`config.mk`:
```
export PLATFORM = sky130hd
export DESIGN_NAME = exp_taylor_series
export DESIGN_NICKNAME = d
export VERILOG_FILES = /design/src/rtl/core/etx_pkg.sv /design/src/rtl/core/etx_mul.sv /design/src/rtl/core/etx_div.sv /design/src/rtl/core/exp_taylor_series.sv
export VERILOG_INCLUDE_DIRS = /design/src /design/src/rtl/core
export SDC_FILE = /design/constraint.sdc
export NUM_CORES = 2
export LEC_CHECK = 0
export BUFFER_PORTS_ARGS = -buffer_cell sky130_fd_sc_hd__buf_2
export CORE_MARGIN = 2
export CORE_UTILIZATION = 38
export DETAILED_ROUTE_END_ITERATION = 7
export PLACE_DENSITY_LB_ADDON = 0.25
export SYNTH_ARGS = -nofsm -noshare
export SYNTH_HDL_FRONTEND = slang
export SYNTH_HIERARCHICAL = 1
export SYNTH_SLANG_ARGS = --single-unit
```
`constraint.sdc`:
```
create_clock -name i_clk -period 39.6 [get_ports i_clk]
set_input_delay 0 -clock i_clk [delete_from_list [all_inputs] [get_ports i_clk]]
set_output_delay 0 -clock i_clk [all_outputs]
set_load 0.01 [all_outputs]
```
`src/rtl/core/exp_taylor_series_defines.svh`:
```
// -----------------------------------------------------------------------------
// exp_taylor_series_defines
// Assertion macros shared by the exponential series block.
// -----------------------------------------------------------------------------
`ifndef EXP_TAYLOR_SERIES_DEFINES_SVH
`define EXP_TAYLOR_SERIES_DEFINES_SVH

// same-cycle implication, checked out of reset only
`define ETX_ASSERT_IMPL(label, ante, cons) \
    label: assert property (@(posedge i_clk) disable iff (!i_rst_n) (ante) |-> (cons)) \
        else $error("etx: same-cycle check failed");

// next-cycle implication
`define ETX_ASSERT_NEXT(label, ante, cons) \
    label: assert property (@(posedge i_clk) disable iff (!i_rst_n) (ante) |=> (cons)) \
        else $error("etx: next-cycle check failed");

`endif

```
`src/rtl/core/etx_pkg.sv`:
```
// -----------------------------------------------------------------------------
// etx_pkg
// Widths, constants and types of the exponential series block.
// -----------------------------------------------------------------------------
`default_nettype none

package etx_pkg;

    localparam int X_W        = 16;   // argument width
    localparam int EXP_W      = 32;   // result width
    localparam int TC_W       = 5;    // term count width
    localparam int MAX_TERMS  = 31;
    localparam int TC_RESET   = 12;
    localparam int IN_FRAC    = 12;   // fraction bits of the argument
    localparam int ACC_FRAC   = 24;   // fraction bits of terms and sum
    localparam int OUT_FRAC   = 16;
    localparam int OUT_SHIFT  = ACC_FRAC - OUT_FRAC;

    // term magnitude is clipped to 2^47, so 48 bits hold it
    localparam int TERM_MAG_W = 48;
    localparam int PROD_W     = TERM_MAG_W + X_W;
    // product magnitude <= 2^62, after dropping IN_FRAC bits
    localparam int QUO_W      = PROD_W - 1 - IN_FRAC;
    localparam int SUM_W      = TERM_MAG_W + TC_W + 1;

    // divider: bits retired per cycle and resulting cycle count
    localparam int DIV_STEP   = 8;
    localparam int DIV_CYC    = (QUO_W + DIV_STEP - 1) / DIV_STEP;
    localparam int DIV_PAD_W  = DIV_CYC * DIV_STEP;
    localparam int DIV_CNT_W  = $clog2(DIV_CYC);

    localparam logic [TERM_MAG_W-1:0] TERM_ONE = TERM_MAG_W'(64'd1 << ACC_FRAC);
    localparam logic [TERM_MAG_W-1:0] TERM_LIM = TERM_MAG_W'(64'd1 << (TERM_MAG_W - 1));
    localparam logic [SUM_W-1:0]      SUM_ONE  = SUM_W'(64'd1 << ACC_FRAC);
    localparam logic [SUM_W-1:0]      RND_ADJ  = SUM_W'((64'd1 << OUT_SHIFT) - 64'd1);

    typedef enum logic [4:0] {
        S_IDLE = 5'b00001,
        S_MUL  = 5'b00010,
        S_DIV  = 5'b00100,
        S_WAIT = 5'b01000,
        S_OUT  = 5'b10000
    } t_state;

    typedef struct packed {
        logic busy;
        logic done;
    } t_div_stat;

endpackage

`default_nettype wire

```
`src/rtl/core/etx_mul.sv`:
```
// -----------------------------------------------------------------------------
// etx_mul
// Registered unsigned multiply of term magnitude by argument magnitude.
// -----------------------------------------------------------------------------
`default_nettype none

module etx_mul (
    input  wire logic                           i_clk,
    input  wire logic                           i_en,
    input  wire logic [etx_pkg::TERM_MAG_W-1:0] i_a,
    input  wire logic [etx_pkg::X_W-1:0]        i_b,
    output logic      [etx_pkg::PROD_W-1:0]     o_p
);

    logic [etx_pkg::PROD_W-1:0] r_p;

    always_ff @(posedge i_clk) begin
        if (i_en) begin
            r_p <= etx_pkg::PROD_W'(i_a) * etx_pkg::PROD_W'(i_b);
        end
    end

    assign o_p = r_p;

endmodule

`default_nettype wire

```
`src/rtl/core/etx_div.sv`:
```
// -----------------------------------------------------------------------------
// etx_div
// Iterative restoring divide by a small integer, DIV_STEP bits per cycle.
// -----------------------------------------------------------------------------
`default_nettype none

module etx_div (
    input  wire logic                      i_clk,
    input  wire logic                      i_rst_n,
    input  wire logic                      i_start,
    input  wire logic [etx_pkg::QUO_W-1:0] i_dividend,
    input  wire logic [etx_pkg::TC_W-1:0]  i_divisor,
    output logic      [etx_pkg::QUO_W-1:0] o_quotient,
    output etx_pkg::t_div_stat             o_stat
);

    logic [etx_pkg::DIV_PAD_W-1:0] r_num, n_num;
    logic [etx_pkg::DIV_PAD_W-1:0] r_quo;
    logic [etx_pkg::TC_W-1:0]      r_rem, n_rem;
    logic [etx_pkg::TC_W-1:0]      r_dvs;
    logic [etx_pkg::DIV_STEP-1:0]  n_qbits;
    logic [etx_pkg::DIV_CNT_W-1:0] r_cnt;
    logic                          r_busy;
    logic                          r_done;

    // one chunk of long division; remainder stays below the divisor
    always_comb begin
        logic [etx_pkg::TC_W:0] t;
        n_num   = r_num;
        n_rem   = r_rem;
        n_qbits = '0;
        for (int i = 0; i < etx_pkg::DIV_STEP; i++) begin
            t     = {n_rem, n_num[etx_pkg::DIV_PAD_W-1]};
            n_num = {n_num[etx_pkg::DIV_PAD_W-2:0], 1'b0};
            if (t >= {1'b0, r_dvs}) begin
                n_rem   = etx_pkg::TC_W'(t - {1'b0, r_dvs});
                n_qbits = {n_qbits[etx_pkg::DIV_STEP-2:0], 1'b1};
            end else begin
                n_rem   = etx_pkg::TC_W'(t);
                n_qbits = {n_qbits[etx_pkg::DIV_STEP-2:0], 1'b0};
            end
        end
    end

    always_ff @(posedge i_clk) begin
        if (i_start) begin
            r_num <= etx_pkg::DIV_PAD_W'(i_dividend);
            r_quo <= '0;
            r_rem <= '0;
            r_dvs <= i_divisor;
        end else if (r_busy) begin
            r_num <= n_num;
            r_rem <= n_rem;
            r_quo <= {r_quo[etx_pkg::DIV_PAD_W-etx_pkg::DIV_STEP-1:0], n_qbits};
        end
    end

    always_ff @(posedge i_clk) begin
        if (!i_rst_n) begin
            r_busy <= 1'b0;
            r_done <= 1'b0;
            r_cnt  <= '0;
        end else begin
            r_done <= 1'b0;
            if (i_start) begin
                r_busy <= 1'b1;
                r_cnt  <= '0;
            end else if (r_busy) begin
                r_cnt <= r_cnt + 1'b1;
                if (r_cnt == etx_pkg::DIV_CNT_W'(etx_pkg::DIV_CYC - 1)) begin
                    r_busy <= 1'b0;
                    r_done <= 1'b1;
                end
            end
        end
    end

    assign o_quotient  = r_quo[etx_pkg::QUO_W-1:0];
    assign o_stat.busy = r_busy;
    assign o_stat.done = r_done;

endmodule

`default_nettype wire

```
`src/rtl/core/exp_taylor_series.sv`:
```
// -----------------------------------------------------------------------------
// exp_taylor_series
// Truncated Maclaurin series of exp(x), Q4.12 in, saturated Q16.16 out.
// -----------------------------------------------------------------------------
// Input stream: s_axis tdata carries x (signed Q4.12). One request in,
// one result out: m_axis tdata is the sum 1 + x + ... + x^N/N! (signed
// Q16.16), tuser bit 0 flags that the result or a term was clipped.
// N comes from the term count register (5 bits, reset 12), written through
// i_cfg_wr_en / i_cfg_wr_data. The user must write it only while no
// request is in flight; the block itself does not enforce this. Each
// term runs through one multiply into a registered product, one
// divider load, the shared divide-by-k unit, which retires 8 quotient
// bits a cycle, and a last step to clip and accumulate. One request is
// worked on at a time, until its result is in the output register.
// The result sits in an output register, so a new request is taken while
// it waits; a stalled receiver only holds up the following result.
// Reset (synchronous, active low) empties the output, returns the
// sequencer to idle and sets the term count back to 12.
// -----------------------------------------------------------------------------
`default_nettype none

`include "exp_taylor_series_defines.svh"

module exp_taylor_series (
    input  wire logic                      i_clk,
    input  wire logic                      i_rst_n,
    input  wire logic                      i_cfg_wr_en,
    input  wire logic [etx_pkg::TC_W-1:0]  i_cfg_wr_data,   // term_count
    input  wire logic                      i_s_axis_tvalid,
    output logic                           o_s_axis_tready,
    input  wire logic [etx_pkg::X_W-1:0]   i_s_axis_tdata,  // [15:0] x_value
    output logic                           o_m_axis_tvalid,
    input  wire logic                      i_m_axis_tready,
    output logic      [etx_pkg::EXP_W-1:0] o_m_axis_tdata,  // [31:0] exp_value
    output logic      [0:0]                o_m_axis_tuser   // [0] saturated
);

    etx_pkg::t_state                   r_state;
    logic [etx_pkg::TC_W-1:0]          r_term_count;
    logic [etx_pkg::TC_W-1:0]          r_n;
    logic [etx_pkg::TC_W-1:0]          r_k;
    logic [etx_pkg::TC_W-1:0]          n_cnt;
    logic                              r_x_neg;
    logic [etx_pkg::X_W-1:0]           r_x_mag;
    logic                              r_t_neg;
    logic [etx_pkg::TERM_MAG_W-1:0]    r_t_mag, n_t_mag;
    logic signed [etx_pkg::SUM_W-1:0]  r_sum, n_sum;
    logic signed [etx_pkg::SUM_W-1:0]  term_sv;
    logic signed [etx_pkg::SUM_W-1:0]  sum_adj, sum_q;
    logic                              r_sat;
    logic                              term_clip;
    logic                              out_clip;
    logic [etx_pkg::EXP_W-1:0]         out_val;
    logic                              r_out_valid;
    logic [etx_pkg::EXP_W-1:0]         r_out_data;
    logic                              r_out_sat;
    logic                              s_accept;
    logic                              out_load;
    logic [etx_pkg::X_W-1:0]           x_abs;

    logic [etx_pkg::PROD_W-1:0]        prod;
    logic [etx_pkg::QUO_W-1:0]         quo;
    etx_pkg::t_div_stat                div_stat;

    etx_mul u_mul (
        .i_clk (i_clk),
        .i_en  (r_state == etx_pkg::S_MUL),
        .i_a   (r_t_mag),
        .i_b   (r_x_mag),
        .o_p   (prod)
    );

    // product >> IN_FRAC, then the divide by k
    etx_div u_div (
        .i_clk      (i_clk),
        .i_rst_n    (i_rst_n),
        .i_start    (r_state == etx_pkg::S_DIV),
        .i_dividend (prod[etx_pkg::PROD_W-2:etx_pkg::IN_FRAC]),
        .i_divisor  (r_k),
        .o_quotient (quo),
        .o_stat     (div_stat)
    );

    assign o_s_axis_tready = (r_state == etx_pkg::S_IDLE);
    assign s_accept        = i_s_axis_tvalid && o_s_axis_tready;
    assign out_load        = (r_state == etx_pkg::S_OUT) && (!r_out_valid || i_m_axis_tready);

    assign x_abs = i_s_axis_tdata[etx_pkg::X_W-1] ? (~i_s_axis_tdata + 1'b1) : i_s_axis_tdata;
    assign n_cnt = (r_term_count > etx_pkg::TC_W'(etx_pkg::MAX_TERMS))
                 ? etx_pkg::TC_W'(etx_pkg::MAX_TERMS) : r_term_count;

    // term update: clip at 2^47, then add with the sign of term * x
    always_comb begin
        term_clip = quo > etx_pkg::QUO_W'(etx_pkg::TERM_LIM);
        n_t_mag   = term_clip ? etx_pkg::TERM_LIM : quo[etx_pkg::TERM_MAG_W-1:0];
        term_sv   = etx_pkg::SUM_W'(n_t_mag);
        n_sum     = (r_t_neg ^ r_x_neg) ? (r_sum - term_sv) : (r_sum + term_sv);
    end

    // Q.24 to Q.16, truncating toward zero, then saturate to 32 bits
    always_comb begin
        sum_adj  = r_sum[etx_pkg::SUM_W-1] ? (r_sum + etx_pkg::RND_ADJ) : r_sum;
        sum_q    = sum_adj >>> etx_pkg::OUT_SHIFT;
        out_clip = !((&sum_q[etx_pkg::SUM_W-1:etx_pkg::EXP_W-1])
                   || (~|sum_q[etx_pkg::SUM_W-1:etx_pkg::EXP_W-1]));
        if (!out_clip) begin
            out_val = sum_q[etx_pkg::EXP_W-1:0];
        end else if (sum_q[etx_pkg::SUM_W-1]) begin
            out_val = {1'b1, {(etx_pkg::EXP_W-1){1'b0}}};
        end else begin
            out_val = {1'b0, {(etx_pkg::EXP_W-1){1'b1}}};
        end
    end

    always_ff @(posedge i_clk) begin
        if (!i_rst_n) begin
            r_state      <= etx_pkg::S_IDLE;
            r_term_count <= etx_pkg::TC_W'(etx_pkg::TC_RESET);
            r_out_valid  <= 1'b0;
        end else begin
            if (i_cfg_wr_en) begin
                r_term_count <= i_cfg_wr_data;
            end
            if (out_load) begin
                r_out_valid <= 1'b1;
            end else if (i_m_axis_tready) begin
                r_out_valid <= 1'b0;
            end
            unique case (r_state)
                etx_pkg::S_IDLE: begin
                    if (s_accept) begin
                        r_state <= (n_cnt == '0) ? etx_pkg::S_OUT : etx_pkg::S_MUL;
                    end
                end
                etx_pkg::S_MUL: begin
                    r_state <= etx_pkg::S_DIV;
                end
                etx_pkg::S_DIV: begin
                    r_state <= etx_pkg::S_WAIT;
                end
                etx_pkg::S_WAIT: begin
                    if (div_stat.done) begin
                        r_state <= (r_k == r_n) ? etx_pkg::S_OUT : etx_pkg::S_MUL;
                    end
                end
                etx_pkg::S_OUT: begin
                    if (out_load) begin
                        r_state <= etx_pkg::S_IDLE;
                    end
                end
                default: begin
                    r_state <= etx_pkg::S_IDLE;
                end
            endcase
        end
    end

    // datapath registers
    always_ff @(posedge i_clk) begin
        if (s_accept) begin
            r_x_neg <= i_s_axis_tdata[etx_pkg::X_W-1];
            r_x_mag <= x_abs;
            r_n     <= n_cnt;
            r_k     <= etx_pkg::TC_W'(1);
            r_t_neg <= 1'b0;
            r_t_mag <= etx_pkg::TERM_ONE;
            r_sum   <= etx_pkg::SUM_ONE;
            r_sat   <= 1'b0;
        end else if ((r_state == etx_pkg::S_WAIT) && div_stat.done) begin
            r_t_neg <= r_t_neg ^ r_x_neg;
            r_t_mag <= n_t_mag;
            r_sum   <= n_sum;
            r_sat   <= r_sat | term_clip;
            r_k     <= r_k + 1'b1;
        end
        if (out_load) begin
            r_out_data <= out_val;
            r_out_sat  <= r_sat | out_clip;
        end
    end

    assign o_m_axis_tvalid   = r_out_valid;
    assign o_m_axis_tdata    = r_out_data;
    assign o_m_axis_tuser[0] = r_out_sat;

    `ETX_ASSERT_NEXT(a_accept_starts, (i_s_axis_tvalid && o_s_axis_tready), (r_state == etx_pkg::S_MUL || r_state == etx_pkg::S_OUT))
    `ETX_ASSERT_IMPL(a_done_in_wait, div_stat.done, r_state == etx_pkg::S_WAIT)
    `ETX_ASSERT_IMPL(a_wait_has_div, r_state == etx_pkg::S_WAIT, div_stat.busy || div_stat.done)
    `ETX_ASSERT_IMPL(a_k_in_range, r_state == etx_pkg::S_MUL, r_k != '0 && r_k <= r_n)

endmodule

`default_nettype wire

```
==> run summary <==
n_diodes - 0
Worst Hold End - r_x_mag[0]
num ports - 61
FF-to-FF End - u_div/r_rem[0]
core footprint - 0.118 mm2
GRT overflow - 0
layout cell share with drive strength beyond 1 - 6.45%
final slew viol count - 0
area of the multi-input gates - 0.0325 mm2
Chip Height - 348 um
final hold vios - 0
hold path start - i_s_axis_tdata[0]
Routability Congestion - 0.899
status - finished, final reports clean
Synth Warn # - 6
Sum Neg Setup Slack - 0 ns
# rows - 126
Post CTS Setup Buffer Count - 0
slew at the pin closest to its max-slew limit - 1.16 ns
synthesis-to-finish area growth - 7.42%
register area - 0.00859 mm2
Crit Path Max Fanout - 15
initial antenna violation count - 4
Nets - 5906
I/O Buffers - 60
vias in the first global route - 35684
DR vias/cell - 5.31
r2r startpoint - u_div/r_dvs[1]
# DRC - 0
Worst Hold Depth - 2
DPL Wire Length - 94100 um
r2r setup slk - 22.68 ns
DRT Wirelength - 128000 um
Clock Latency Late Sink - 0.60 ns
Slew HR - 22.1%
CP required - 40.10 ns
max-cap violations - 0
Final ANT Viol Nets - 0
CP max stage delay - 0.72 ns
final worst path period share - 42.7%
DR iter-0 viols - 2309
htree depth - 2
endpoint class of the critical path - flop
Synth Instances - 5067
first-pass GRT wire length - 206000 um
CTS Sinks - 348
clock root cell - clkbuf_16
Synth Cell Area - 0.0450 mm2
startpoint types - flop
CTS Hold Bufs - 44
largest net degree at the start of global routing - 82
dpl cells - 6443
Data arrival, critical path - 17.42 ns
Starting Density - 38.2%
post-synthesis area per instance - 8.88 um2
Hold Path Class - in -> reg
chip width - 348 um
Total Routing Usage GR - 21.5%
fmax - 0.0591 GHz
R2R depth - 64
RSZ-0062 raised after global routing - false
CTS Buf Count - 42
Longest Clk Path Bufs - 3
drt pass-1 iters - 6
routed len/inst - 19.5 um
Final Setup Violations - 0
post-CTS resize count - 0
Crit-path slowest cell - edfxtp_1
cell seen most often among critical-path stages - a21oi_1
syn nets - 5978
CTS tree - done
DR vias - 34829
DIE AREA - 0.121 mm2
critical path class - reg -> reg
clock slew at reported path FFs - 0.06 ns
Worst Setup SP - u_div/r_dvs[1]
fill count - 11822
clock skew - 0.0435 ns
Final Non-Filler Cells - 6563
Final Critical Period - 16.92 ns
[worst max path at each step]
stage / endpoint / slack, ns
after floorplan: u_div/r_rem[0] / 25.68
after global placement: u_div/r_rem[0] / 22.89
after detailed placement: u_div/r_rem[0] / 22.76
after CTS: u_div/r_rem[0] / 22.66
after global routing: u_div/r_rem[0] / 21.11
final: u_div/r_rem[0] / 22.68
[placed cells by master, fill, tap and decap left out, types with 69 or more instances in the layout]
master,count
mux2i_1,93
nor2_1,233
xnor2_1,123
ha_1,234
nand2_1,831
dfxtp_1,185
and2_1,289
edfxtp_1,162
xor2_1,69
fa_1,651
a21oi_1,269
o21ai_0,130
a21o_1,82
nand3_1,96
inv_1,731
[worst max-delay path: cells and delay by family, from the launching register on]
family                   cells  cell delay, ns
AND/OR/NAND/NOR             15            2.26
flip-flops                   1            0.72
multiplexers                 4            1.53
buffers and inverters        5            0.93
adder cells (fa/ha/maj)      8            3.48
AO/OA/AOI/OAI               32            7.90
[cell type report]
cell class	instances	area share (%)
Tap cell	1536	3.98
Clock buffer	54	2.40
Clock inverter	22	0.544
Timing Repair Buffer	156	2.34
Inverter	734	5.71
Sequential cell	348	17.8
Multi-Input combinational cell	3713	67.2
[state kept, by name (all words and copies together), names as in the netlist, 5 cells and up]
register	count
u_div/r_num	56
r_sum	54
u_div/r_quo	51
u_mul/o_p	51
r_t_mag	48
o_m_axis_tdata	32
r_x_mag	16
r_k	5
r_n	5
r_state	5
r_term_count	5
u_div/r_dvs	5
u_div/r_rem	5
[metal layers]
layer  track usage [%]  part of all wire (%)  wire, um  up-vias
met1              30.3                    46     59100    17606
met4              5.53                   2.5      3200        2
li1                  -                     -         -    16187
met3              2.36                   4.9      6270      136
met2              35.1                    46     59200      898
met5                 0                0.0094        12        -
[stage by stage]
stage                     setup slack, ns  cell area [um2]  utilization, %  hold slack, ns
final                               22.68            48300            41.0           0.182
after global routing                21.11            48300            41.0           0.174
after detailed placement            22.76            46400            39.4           0.218
after floorplan                     25.68            45000               -          0.0989
after global placement              22.89            46400            39.4           0.229
after CTS                           22.66            48300            41.0           0.139
Power is not shown: default switching activity piles up to over one toggle a cycle in this logic, so the estimate is an artifact.
